$ cat src/gse_pkg.sv
// Package for the Gaussian scanner eye: sequencer states, shared unit
// operations, register indexes and the fixed widths of the datapath.
// No dependencies; every other file refers to it by scoped names.
`default_nettype none

package gse_pkg;

    // Shared arithmetic unit widths.
    localparam int ALU_W  = 58;   // multiply product and divide dividend/quotient
    localparam int DIVR_W = 50;   // divisor and partial remainder
    localparam int CNT_W  = 6;    // step counter of the shared unit
    localparam int NUM_W  = 11;   // d*d once it is below the cut-off
    localparam int T_W    = 47;   // series term
    localparam int ACC_W  = 50;   // series sum
    localparam int WT_W   = 17;   // Q16 weight, 65536 means 1.0
    localparam int DK_W   = 14;   // den*k

    localparam int MUL_STEPS = NUM_W;
    localparam int DIV_STEPS = ALU_W;

    localparam logic [6:0]       MAX_TERMS  = 7'd80;
    localparam logic [10:0]      CUTOFF_MUL = 11'd12;
    localparam logic [T_W-1:0]   T_INIT     = T_W'(64'h1_0000_0000);
    localparam logic [ALU_W-1:0] RECIP_NUM  = ALU_W'(64'h1_0000_0000_0000);
    localparam logic [WT_W-1:0]  WEIGHT_ONE = WT_W'(65536);

    // Output field widths.
    localparam int IDX_W = 6;
    localparam int COL_W = 8;
    localparam int EYE_W = 5;

    typedef enum logic [3:0] {
        ST_IDLE,
        ST_FRAME,
        ST_PIXEL,
        ST_MUL,
        ST_MUL_WAIT,
        ST_DIV,
        ST_DIV_WAIT,
        ST_RECIP,
        ST_RECIP_WAIT,
        ST_EMIT
    } gse_state_t;

    typedef enum logic {
        OP_MUL,
        OP_DIV
    } gse_op_t;

    typedef enum logic [1:0] {
        REG_EYE_RED,
        REG_EYE_GREEN,
        REG_EYE_BLUE,
        REG_EYE_SIZE
    } gse_reg_t;

    typedef struct packed {
        logic    start;
        gse_op_t op;
    } gse_alu_req_t;

    typedef struct packed {
        logic done;
        logic zero;
    } gse_alu_stat_t;

endpackage

`default_nettype wire

$ cat src/gse_alu.sv
// Shared iterative arithmetic unit: shift-add multiply and restoring divide,
// one bit per cycle, both through a single adder.
// Depends on gse_pkg.
`default_nettype none

module gse_alu (
    input  logic                          aclk,
    input  logic                          aresetn,
    input  gse_pkg::gse_alu_req_t         req,
    input  logic [gse_pkg::ALU_W-1:0]     opa,
    input  logic [gse_pkg::DIVR_W-1:0]    opb,
    output gse_pkg::gse_alu_stat_t        stat,
    output logic [gse_pkg::ALU_W-1:0]     result
);

    localparam int AW = gse_pkg::ALU_W;
    localparam int BW = gse_pkg::DIVR_W;

    gse_pkg::gse_op_t          op_reg;
    logic                      busy_reg;
    logic                      done_reg;
    logic [gse_pkg::CNT_W-1:0] cnt_reg;
    logic [AW-1:0]             a_reg;
    logic [BW-1:0]             b_reg;
    logic [AW-1:0]             r_reg;

    logic [AW-1:0] add_x;
    logic [AW-1:0] add_y;
    logic          add_c;
    logic [AW:0]   sum;

    // Multiply: r += a when the low multiplier bit is set.
    // Divide: the shifted remainder minus the divisor; the carry says it fits.
    always_comb begin
        if (op_reg == gse_pkg::OP_MUL) begin
            add_x = r_reg;
            add_y = b_reg[0] ? a_reg : '0;
            add_c = 1'b0;
        end else begin
            add_x = AW'({r_reg[BW-1:0], a_reg[AW-1]});
            add_y = ~AW'(b_reg);
            add_c = 1'b1;
        end
        sum = {1'b0, add_x} + {1'b0, add_y} + (AW+1)'(add_c);
    end

    always_ff @(posedge aclk) begin
        if (!aresetn) begin
            busy_reg <= 1'b0;
            done_reg <= 1'b0;
            cnt_reg  <= '0;
            op_reg   <= gse_pkg::OP_MUL;
        end else begin
            done_reg <= 1'b0;
            if (req.start) begin
                busy_reg <= 1'b1;
                op_reg   <= req.op;
                cnt_reg  <= (req.op == gse_pkg::OP_MUL)
                          ? gse_pkg::CNT_W'(gse_pkg::MUL_STEPS - 1)
                          : gse_pkg::CNT_W'(gse_pkg::DIV_STEPS - 1);
            end else if (busy_reg) begin
                cnt_reg <= cnt_reg - 1'b1;
                if (cnt_reg == '0) begin
                    busy_reg <= 1'b0;
                    done_reg <= 1'b1;
                end
            end
        end
    end

    always_ff @(posedge aclk) begin
        if (req.start) begin
            a_reg <= opa;
            b_reg <= opb;
            r_reg <= '0;
        end else if (busy_reg) begin
            if (op_reg == gse_pkg::OP_MUL) begin
                if (b_reg[0]) begin
                    r_reg <= sum[AW-1:0];
                end
                a_reg <= {a_reg[AW-2:0], 1'b0};
                b_reg <= {1'b0, b_reg[BW-1:1]};
            end else begin
                if (sum[AW]) begin
                    r_reg <= AW'(sum[BW-1:0]);
                end else begin
                    r_reg <= add_x;
                end
                a_reg <= {a_reg[AW-2:0], sum[AW]};
            end
        end
    end

    assign result    = (op_reg == gse_pkg::OP_MUL) ? r_reg : a_reg;
    assign stat.done = done_reg;
    assign stat.zero = (result == '0);

endmodule

`default_nettype wire

$ cat src/gaussian_scanner_eye.sv
// Top level of the Gaussian scanner eye: frame sequencer, configuration
// registers and output register around the shared arithmetic unit.
// Depends on gse_pkg and gse_alu.
`default_nettype none

// Every accepted beat with frame_tick set renders one frame: LEDS output
// beats, LED 0 first, the last one marked by m_tlast and, when the scan
// counter has wrapped to zero, by m_tuser. The block takes no new beat until
// the whole frame has been handed to the output register. Each LED's weight
// comes from an exponential series summed by one shared multiply/divide unit
// that retires one bit per cycle: a series term is a multiply (a start state,
// one step per multiplier bit and a hand-over), then a divide (a start state,
// one step per dividend bit and a hand-over), and the final reciprocal is one
// more divide. An LED outside the bell (or any LED when the width is zero)
// skips the series and goes straight to the output. The series always runs
// one further term to find the zero, except when it stops at the 80-term
// limit. A frame is held whenever the output side stalls.
module gaussian_scanner_eye #(
    parameter int LEDS = 32     // 8 .. 64
) (
    input  logic        aclk,
    input  logic        aresetn,

    input  logic        s_tvalid,
    output logic        s_tready,
    input  logic [7:0]  s_tdata,    // [0] frame_tick, [7:1] zero

    output logic        m_tvalid,
    input  logic        m_tready,
    output logic [31:0] m_tdata,    // [5:0] pixel_index, [13:6] pixel_red,
                                    // [21:14] pixel_green, [29:22] pixel_blue,
                                    // [31:30] zero
    output logic        m_tlast,    // last_pixel
    output logic        m_tuser,    // return_pause

    input  logic        cfg_we,
    input  logic [1:0]  cfg_index,
    input  logic [7:0]  cfg_wdata
);

    localparam int IW = gse_pkg::IDX_W;
    localparam int CW = gse_pkg::COL_W;
    localparam int EW = gse_pkg::EYE_W;
    localparam int WW = gse_pkg::WT_W;

    localparam logic [6:0]    LEDS_V   = 7'(LEDS);
    localparam logic [EW-1:0] EYE_CAP  = EW'(LEDS - 1);
    localparam logic [IW-1:0] LAST_PIX = IW'(LEDS - 1);

    gse_pkg::gse_state_t state_reg, state_next;

    // Configuration.
    logic [CW-1:0] eye_red_reg, eye_green_reg, eye_blue_reg;
    logic [EW-1:0] eye_size_reg;

    // Frame and pixel state.
    logic [6:0]                 scan_reg;
    logic [6:0]                 c_reg;
    logic [2:0]                 w_reg;
    logic [6:0]                 den_reg;
    logic                       pause_reg;
    logic [IW-1:0]              pix_reg;
    logic [gse_pkg::NUM_W-1:0]  num_reg;
    logic [6:0]                 k_reg;
    logic [gse_pkg::T_W-1:0]    t_reg;
    logic [gse_pkg::ACC_W-1:0]  acc_reg;
    logic [WW-1:0]              wt_reg;

    // Output register.
    logic          m_valid_reg;
    logic [IW-1:0] m_index_reg;
    logic [CW-1:0] m_red_reg, m_green_reg, m_blue_reg;
    logic          m_last_reg;
    logic          m_pause_reg;

    // Shared unit.
    gse_pkg::gse_alu_req_t          alu_req;
    gse_pkg::gse_alu_stat_t         alu_stat;
    logic [gse_pkg::ALU_W-1:0]      alu_opa;
    logic [gse_pkg::DIVR_W-1:0]     alu_opb;
    logic [gse_pkg::ALU_W-1:0]      alu_result;

    logic in_fire;
    logic out_free;
    logic is_last;
    logic stop_series;

    // Frame set-up values.
    logic [EW-1:0] eye;
    logic [6:0]    span;
    logic [7:0]    period;
    logic [6:0]    s_cur;
    logic [6:0]    p_pos;
    logic [6:0]    centre;
    logic [7:0]    s_inc;
    logic          wrap;
    logic [5:0]    wsq;

    // Pixel values.
    logic [6:0]    pix_w;
    logic [6:0]    pix_dist;
    logic [12:0]   num;
    logic [10:0]   thr;
    logic          outside;
    logic [gse_pkg::DK_W-1:0] den_k;

    // Channel scaling.
    logic [24:0] red_prod, green_prod, blue_prod;

    assign in_fire  = s_tvalid && s_tready;
    assign out_free = !m_valid_reg || m_tready;
    assign is_last  = (pix_reg == LAST_PIX);

    always_comb begin
        eye = ({2'b0, eye_size_reg} >= LEDS_V) ? EYE_CAP : eye_size_reg;
        span   = LEDS_V - {2'b0, eye};
        period = {span, 1'b0};
        s_cur  = ({1'b0, scan_reg} >= period) ? 7'd0 : scan_reg;
        // The position bounces back once the counter passes the span.
        p_pos  = (s_cur < span) ? s_cur : 7'(period - {1'b0, s_cur});
        centre = p_pos + {3'b0, eye[EW-1:1]};
        s_inc  = {1'b0, s_cur} + 8'd1;
        wrap   = (s_inc >= period);
        wsq    = {3'b0, eye[EW-1:2]} * {3'b0, eye[EW-1:2]};
    end

    always_comb begin
        pix_w    = {1'b0, pix_reg};
        pix_dist = (pix_w >= c_reg) ? (pix_w - c_reg) : (c_reg - pix_w);
        num      = {6'b0, pix_dist} * {6'b0, pix_dist};
        thr      = {4'b0, den_reg} * gse_pkg::CUTOFF_MUL;
        outside  = (num >= {2'b0, thr});
        den_k    = {7'b0, den_reg} * {7'b0, k_reg};
    end

    assign stop_series = alu_stat.zero || (k_reg == gse_pkg::MAX_TERMS);

    // Next state.
    always_comb begin
        state_next = state_reg;
        unique case (state_reg)
            gse_pkg::ST_IDLE: begin
                if (in_fire && s_tdata[0]) begin
                    state_next = gse_pkg::ST_FRAME;
                end
            end
            gse_pkg::ST_FRAME: begin
                state_next = gse_pkg::ST_PIXEL;
            end
            gse_pkg::ST_PIXEL: begin
                if (w_reg == '0 || outside) begin
                    state_next = gse_pkg::ST_EMIT;
                end else begin
                    state_next = gse_pkg::ST_MUL;
                end
            end
            gse_pkg::ST_MUL: begin
                state_next = gse_pkg::ST_MUL_WAIT;
            end
            gse_pkg::ST_MUL_WAIT: begin
                if (alu_stat.done) begin
                    state_next = gse_pkg::ST_DIV;
                end
            end
            gse_pkg::ST_DIV: begin
                state_next = gse_pkg::ST_DIV_WAIT;
            end
            gse_pkg::ST_DIV_WAIT: begin
                if (alu_stat.done) begin
                    state_next = stop_series ? gse_pkg::ST_RECIP : gse_pkg::ST_MUL;
                end
            end
            gse_pkg::ST_RECIP: begin
                state_next = gse_pkg::ST_RECIP_WAIT;
            end
            gse_pkg::ST_RECIP_WAIT: begin
                if (alu_stat.done) begin
                    state_next = gse_pkg::ST_EMIT;
                end
            end
            gse_pkg::ST_EMIT: begin
                if (out_free) begin
                    state_next = is_last ? gse_pkg::ST_IDLE : gse_pkg::ST_PIXEL;
                end
            end
            default: begin
                state_next = gse_pkg::ST_IDLE;
            end
        endcase
    end

    // Outputs of the sequencer.
    always_comb begin
        s_tready      = 1'b0;
        alu_req.start = 1'b0;
        alu_req.op    = gse_pkg::OP_DIV;
        alu_opa       = alu_result;
        alu_opb       = gse_pkg::DIVR_W'(den_k);
        unique case (state_reg)
            gse_pkg::ST_IDLE: begin
                s_tready = 1'b1;
            end
            gse_pkg::ST_MUL: begin
                alu_req.start = 1'b1;
                alu_req.op    = gse_pkg::OP_MUL;
                alu_opa       = gse_pkg::ALU_W'(t_reg);
                alu_opb       = gse_pkg::DIVR_W'(num_reg);
            end
            gse_pkg::ST_DIV: begin
                alu_req.start = 1'b1;
            end
            gse_pkg::ST_RECIP: begin
                alu_req.start = 1'b1;
                alu_opa       = gse_pkg::RECIP_NUM;
                alu_opb       = gse_pkg::DIVR_W'(acc_reg);
            end
            default: begin
            end
        endcase
    end

    always_ff @(posedge aclk) begin
        if (!aresetn) begin
            state_reg     <= gse_pkg::ST_IDLE;
            scan_reg      <= '0;
            eye_red_reg   <= 8'd255;
            eye_green_reg <= 8'd0;
            eye_blue_reg  <= 8'd0;
            eye_size_reg  <= 5'd8;
            m_valid_reg   <= 1'b0;
        end else begin
            state_reg <= state_next;
            if (cfg_we) begin
                unique case (cfg_index)
                    gse_pkg::REG_EYE_RED:   eye_red_reg   <= cfg_wdata;
                    gse_pkg::REG_EYE_GREEN: eye_green_reg <= cfg_wdata;
                    gse_pkg::REG_EYE_BLUE:  eye_blue_reg  <= cfg_wdata;
                    gse_pkg::REG_EYE_SIZE:  eye_size_reg  <= cfg_wdata[EW-1:0];
                    default: begin
                    end
                endcase
            end
            if (state_reg == gse_pkg::ST_FRAME) begin
                scan_reg <= wrap ? 7'd0 : s_inc[6:0];
            end
            if (state_reg == gse_pkg::ST_EMIT && out_free) begin
                m_valid_reg <= 1'b1;
            end else if (m_tready) begin
                m_valid_reg <= 1'b0;
            end
        end
    end

    always_comb begin
        red_prod   = {17'b0, eye_red_reg}   * {8'b0, wt_reg};
        green_prod = {17'b0, eye_green_reg} * {8'b0, wt_reg};
        blue_prod  = {17'b0, eye_blue_reg}  * {8'b0, wt_reg};
    end

    always_ff @(posedge aclk) begin
        case (state_reg)
            gse_pkg::ST_FRAME: begin
                c_reg     <= centre;
                w_reg     <= eye[EW-1:2];
                den_reg   <= {wsq, 1'b0};
                pause_reg <= wrap;
                pix_reg   <= '0;
            end
            gse_pkg::ST_PIXEL: begin
                if (w_reg == '0) begin
                    wt_reg <= (pix_dist == '0) ? gse_pkg::WEIGHT_ONE : '0;
                end else if (outside) begin
                    wt_reg <= '0;
                end
                num_reg <= num[gse_pkg::NUM_W-1:0];
                t_reg   <= gse_pkg::T_INIT;
                acc_reg <= gse_pkg::ACC_W'(gse_pkg::T_INIT);
                k_reg   <= 7'd1;
            end
            gse_pkg::ST_DIV_WAIT: begin
                if (alu_stat.done) begin
                    t_reg   <= alu_result[gse_pkg::T_W-1:0];
                    acc_reg <= acc_reg + gse_pkg::ACC_W'(alu_result[gse_pkg::T_W-1:0]);
                    k_reg   <= k_reg + 7'd1;
                end
            end
            gse_pkg::ST_RECIP_WAIT: begin
                if (alu_stat.done) begin
                    wt_reg <= alu_result[WW-1:0];
                end
            end
            gse_pkg::ST_EMIT: begin
                if (out_free) begin
                    m_index_reg <= pix_reg;
                    m_red_reg   <= red_prod[23:16];
                    m_green_reg <= green_prod[23:16];
                    m_blue_reg  <= blue_prod[23:16];
                    m_last_reg  <= is_last;
                    m_pause_reg <= is_last && pause_reg;
                    pix_reg     <= pix_reg + 1'b1;
                end
            end
            default: begin
            end
        endcase
    end

    gse_alu u_alu (
        .aclk    (aclk),
        .aresetn (aresetn),
        .req     (alu_req),
        .opa     (alu_opa),
        .opb     (alu_opb),
        .stat    (alu_stat),
        .result  (alu_result)
    );

    assign m_tvalid = m_valid_reg;
    assign m_tdata  = {2'b00, m_blue_reg, m_green_reg, m_red_reg, m_index_reg};
    assign m_tlast  = m_last_reg;
    assign m_tuser  = m_pause_reg;

endmodule

`default_nettype wire
$ cat config.mk
export PLATFORM = sky130hd
export DESIGN_NAME = gaussian_scanner_eye
export DESIGN_NICKNAME = d
export VERILOG_FILES = /design/src/gse_pkg.sv /design/src/gse_alu.sv /design/src/gaussian_scanner_eye.sv
export SDC_FILE = /design/constraint.sdc
export NUM_CORES = 2
export LEC_CHECK = 0
export ABC_AREA = 0
export BUFFER_PORTS_ARGS = -buffer_cell sky130_fd_sc_hd__buf_2
export CAP_MARGIN = 20
export CORE_MARGIN = 3
export CORE_UTILIZATION = 45
export CTS_BUF_LIST = sky130_fd_sc_hd__clkbuf_16
export CTS_CLUSTER_DIAMETER = 200
export CTS_CLUSTER_SIZE = 28
export DETAILED_ROUTE_END_ITERATION = 16
export PLACE_DENSITY = 0.58
export SYNTH_ARGS = -nofsm -noshare
export SYNTH_HDL_FRONTEND = slang
export SYNTH_SLANG_ARGS = --single-unit
$ cat constraint.sdc
create_clock -name aclk -period 17.1 [get_ports aclk]
set_input_delay 5.13 -clock aclk [delete_from_list [all_inputs] [get_ports aclk]]
set_output_delay 5.13 -clock aclk [all_outputs]
set_load 0.02 [all_outputs]
# ---- After elaboration in Yosys (flattened, before gate mapping)
# Index checks and enable logic that the tools add are counted.
dict set report word_totals {
  ff_bits 403
  latchBits 0
  ramBits 0
  mem_bits_ro 0
  inputBits 23
  word_cells 165
  memories 0
}
dict set report op_classes {
  addsub 12
  multipliers 7
  n_div 0
  order_cmp 5
  n_eq_ne 21
  shift 0
  n_mux 54
  n_bitwise 3
  n_reduce_logical 33
}
# operator n
set op_table {}
lappend op_table {{$mux W58} 9}
lappend op_table {{$mux W50} 4}
lappend op_table {{$pmux W50 S2} 2}
lappend op_table {{$pmux W58 S2} 1}
lappend op_table {{$pmux W47 S2} 1}
lappend op_table {{$mul A8 B17 Y24} 3}
lappend op_table {{$mux W17} 4}
lappend op_table {{$add A58 B58 Y59} 1}
lappend op_table {{$add A59 B1 Y59} 1}
lappend op_table {{$logic_not A58 Y1} 1}
lappend op_table {{$not A50 Y58} 1}
lappend op_table {{$add A50 B47 Y50} 1}
lappend op_table {{$mux W47} 1}
lappend op_table {{$pmux W4 S10} 1}
lappend op_table {{$mux W7} 5}
lappend op_table {{$pmux W17 S2} 1}
lappend op_table {{$mux W4} 6}
lappend op_table {{$mux W6} 4}
lappend op_table {{$reduce_and A2 Y1} 9}
lappend op_table {{$eq A4 B3 Y1 const B} 4}
lappend op_table {{$pmux W7 S2} 1}
lappend op_table {{$ge A13 B11 Y1} 1}
lappend op_table {{$mul A6 B7 Y13} 1}
lappend op_table {{$mul A7 B7 Y13} 1}
lappend op_table {{other kinds (42)} 71}

# ---- Logic depth before layout (Yosys ltp)
dict set report logic_depth {
  depth_word 7
  depth_mapped 35
  mapped_depth_nobuf 34
}

# ---- Modules after synthesis
# A second synthesis with hierarchy kept.
dict set report hier_totals {
  hier_cells 4495
  hier_area_um2 39899.5
}
# module instances cells_each area_per_inst_um2 seq_area_each_um2
set by_module_without_submodules {}
lappend by_module_without_submodules {gaussian_scanner_eye 1 2991 27277.4 6346.1}
lappend by_module_without_submodules {gse_alu 1 1504 12622.1 4584.4}

# ---- Least setup slack after synthesis
# No wires, ideal clock.
dict set report synth_timing {
  path_type {register -> register}
  start {register pix_reg[2]}
  end {register wt_reg[0], enable pin}
  arrival_ns 7.610
  required_time_ns 16.778
  setup_slack_ns 9.168
  path_stages_with_launch 33
  path_buffers 1
  period_less_slack_ns 7.932
  cell_sequence {edfxtp_1 -> ha_1 -> and2_4 -> o21a_2 -> o21bai_2 -> a21oi_4 -> mux2i_1 -> o21ai_1 -> a21oi_1 -> xor2_1 -> clkbuf_1 -> nor2_1 -> fa_1 -> inv_1 -> fa_1 -> inv_1 -> fa_1 -> inv_1 -> fa_1 -> inv_1 -> ha_1 -> a21oi_1 -> a21oi_1 -> a21o_1 -> a21oi_1 -> xnor2_1 -> ha_1 -> o21ai_1 -> nand2b_1 -> a211oi_1 -> o21ai_1 -> or4b_4 -> a32o_1}
}
dict set report synth_between {
  elab_chain_len 6
  elab_cells_between_ends 8
}
# item line
set synth_lines {}
lappend synth_lines {{from (decl)} gaussian_scanner_eye.sv:62} ;# logic [IW-1:0] pix_reg;
lappend synth_lines {{from (signal assigned)} gaussian_scanner_eye.sv:300} ;# pix_reg <= pix_reg + 1'b1;
lappend synth_lines {{$sub A7 B6 Y7, or another cell as far along} gaussian_scanner_eye.sv:129} ;# pix_dist = (pix_w >= c_reg) ? (pix_w - c_reg) : (c_reg - pix_w);
lappend synth_lines {{$mux W7 *} gaussian_scanner_eye.sv:129}
lappend synth_lines {{$mul A7 B7 Y13 *} gaussian_scanner_eye.sv:130} ;# num = {6'b0, pix_dist} * {6'b0, pix_dist};
lappend synth_lines {{net num[9]} gaussian_scanner_eye.sv:102} ;# logic [12:0] num;
lappend synth_lines {{$ge A13 B11 Y1 *} gaussian_scanner_eye.sv:132} ;# outside = (num >= {2'b0, thr});
lappend synth_lines {{$ne A3 B3 Y1 (no line) *} --}
lappend synth_lines {{$reduce_and A3 Y1 (no line) *} --}
lappend synth_lines {{to (signal assigned)} gaussian_scanner_eye.sv:271} ;# wt_reg <= (pix_dist == '0) ? gse_pkg::WEIGHT_ONE : '0;
lappend synth_lines {{to (signal assigned)} gaussian_scanner_eye.sv:289} ;# wt_reg <= alu_result[WW-1:0];
lappend synth_lines {{to (decl)} gaussian_scanner_eye.sv:67} ;# logic [WW-1:0] wt_reg;
# The timed path passes the listed nets; every way through them passes the cells marked *.
# A chain may end at the register's enable or synchronous reset.

# ---- Worst setup path after layout
dict set report layout_timing {
  start {register pix_reg[2]}
  end {register wt_reg[12], enable pin}
}
# The elaborated chain is that of the path after synthesis.

==> results.yml <==
logic_synthesis:
  ys_seq_area_share_pct: 27.9
  synth_compound_area_share_pct: 14.1
  ys_types: 96
  synth_area_leaders: "edfxtp_1 22%, fa_1 15%, ha_1 11%"
  synth.largest_area_cell: "edfxtp_1"
  syn-mean-instance-area_um2: 9.16
  synthSimpleGateAreaFrac_pct: 16.4
  netlist_area_mm2: 0.0392
  yosys_warnings: 0
  synth_top_family_by_area: "adder cells"
  synth-seq-cells: 400
  synthMuxAreaShare_pct: 5.68
  synthAdderAreaFrac_pct: 25.9
  yosys.area.top_type_share_pct: 22.4
  synth_ff_type: "edfxtp_1"
  ys_async_sr_fraction_pct: 0
  synth-edff-count: 292
  synth_cells: 4284
  synth-xor-area-share_pct: 3.81
global_routing:
  grt_max_degree: 144
  first_global_vias: 29736
  antenna_found_initial: 0
  grt_util_all_layers_pct: 22.2
  grt_pass1_wl_mm: 164
  overflow: 0
place:
  gp_congestion: 0.864
  placed_area_mm2: 0.0406
  dp_worst_setup_slack_ns: 8.12
  dp_hpwl_mm: 73.4
  dp.cells: 5311
  portBuffers: 49
sta:
  fin_hold_ws_ns: 0.506
  hold_viol: 0
  worstMarginPinSlew_ns: 1.05
  max_clock_freq_mhz: 116
  fin_crit_ns: 8.61
  drv_slew: 0
  fin_skew_ns: 0.0364
  max-slew-margin-rel_pct: 28.8
  setup-tns-final_ns: 0
  finalSetupViolCount: 0
  layout_setup_ws_ns: 8.49
  rsz0062_at_grt: "false"
  final.period_utilization_pct: 50.3
clock_tree:
  cts_resized: 0
  numCtsBuffers: 18
  htreeDepth: 1
  cts.hold.buffers_added: 0
  cts_setup_buffers: 0
  insertion_delay_ns: 0.60
  clockBufferDepth: 3
  cts_tree: "done"
  root_buffer: "clkbuf_16"
  cts.sinks: 400
  cts.clk_slew.worst_paths_ns: 0.12
cells_and_area:
  fin_cells: 5345
  area_growth_syn_to_layout_pct: 4.82
  drive_gt1_share_pct: 5.36
  nets: 4844
  fin_area_mm2: 0.0411
  final_common_cell: "nand2_1"
  final_cell_mix: "503 x nand2_1, 422 x inv_1, 334 x nor2_1, 330 x ha_1, 302 x fa_1"
  multi_input_area_mm2: 0.0260
  diodes: 0
  regArea_mm2: 0.0109
  nFillCells: 8279
die:
  pin_count: 59
  dieArea_mm2: 0.0907
  die_x_um: 301
  core-area_mm2: 0.0858
  floorplan.rows: 107
  fp.dieH_um: 301
  start_util_pct: 45.7
run_status:
  outcome: "finished, final reports clean"
worst_hold_path:
  hp-class: "reg -> reg"
routing:
  drtPass1Iterations: 5
  antenna_left: 0
  drt_wl_total_mm: 100
  vias: 29906
  viasPerCell: 5.60
  remaining_drc_errors: 0
  drt_iter0_drc: 2060
  post_drt_wl_per_cell_um: 18.8
pwr:
  p_seq_share_pct: 17.4
  swShare_pct: 48.9
  power_leakage_nw: 18.1
  vdd_drop_max_mv: 0.577
  p_int_w: 0.00464
  power_density_mw_per_mm2: 221
  p_switching_w: 0.00444
  power_frac_comb_pct: 76.6
  clkPwrFrac_pct: 6.0
setup_path:
  critPathSlowestCell: "or4b_4"
  crit_family: "adder cells"
  critical_path_peak_fanout: 17
  cp_slowest_stage_delay_ns: 0.59
  start_kind: "flip-flop"
  cp_num_buf_inv: 5
  path_class: "reg -> reg"
  end_kind: "flip-flop"
  crit_required_ns: 17.32
  arrival_ns: 8.83
flow_run:
  cap_violations: 0
[cells in the mapped netlist, drive strengths merged, types with 11 or more instances]
cell / instances
nand2b: 29
mux2i: 165
nand4: 38
a2111oi: 11
a21o: 108
nor3: 73
fa: 302
inv: 413
xnor2: 110
nand3: 67
nor2: 336
nor3b: 12
dfxtp: 108
o21ai: 206
o31ai: 11
o21a: 24
ha: 330
a22o: 44
xor2: 58
clkbuf: 194
o21bai: 25
a22oi: 11
a21oi: 200
edfxtp: 292
mux2: 51
o211ai: 12
nor2b: 35
buf: 33
a31oi: 71
nor4: 12
and2: 213
a211oi: 23
and3: 19
nand2: 504
[path summary, 6_finish.rpt]
check | cells after the start | to | slack, ns | from
max | 32 | wt_reg[12] | 8.49 | pix_reg[2]
min | 2 | scan_reg[0] | 0.51 | scan_reg[0]
max reg2reg | 32 | wt_reg[12] | 8.49 | pix_reg[2]
min reg2reg | 2 | scan_reg[0] | 0.51 | scan_reg[0]
[worst register-to-register path: cells and delay by family (launching register included)]
family          cells  cell delay (ns)
fa+ha+maj           7             3.11
compound gates     13             2.47
simple gates        4             0.94
flops               1             0.54
xor+xnor            2             0.49
buf+inv             5             0.45
mux                 1             0.32
[cell type report]
type	count	share of cell area, %
clock buffer	18	1.10
clock inverter	14	0.198
inverter	413	3.77
multi-input combinational	3246	63.1
sequential	400	26.6
tap	1144	3.48
timing repair buffer	110	1.73
[cells by family after synthesis]
family	count (synthesis)
other	2
adder cells (fa/ha/maj)	632
buffers and inverters	640
AND/OR/NAND/NOR	1381
AO/OA/AOI/OAI	844
multiplexers	216
flip-flops	400
XOR/XNOR	169
[power by group through the flow]
stage,combinational [W],clock [W],sequential [W]
floorplan,0.00545,0,0.00154
global placement,0.00688,0,0.00160
detailed placement,0.00699,0,0.00160
CTS,0.00704,0.000566,0.00158
global route,0.00810,0.000588,0.00160
finish,0.00695,0.000547,0.00158
[metrics by stage]
stage / power [W] / utilization, %
after detailed placement: 0.00859 / 47.3
after floorplan: 0.00699 / -
after global placement: 0.00848 / 47.3
after global routing: 0.0103 / 47.9
final: 0.00908 / 47.9
after CTS: 0.00918 / 47.9
[per-layer routing]
| layer | vias to the layer above | global-route usage (%) | routed length (µm) |
|---|---|---|---|
| li1 | 14485 | - | - |
| met1 | 14819 | 33.2 | 49600 |
| met2 | 543 | 36.1 | 45500 |
| met3 | 59 | 1.89 | 4270 |
| met4 | 0 | 2.71 | 1060 |
| met5 | - | 0 | 0 |
No activity file was read; power rests on OpenSTA's default activity.
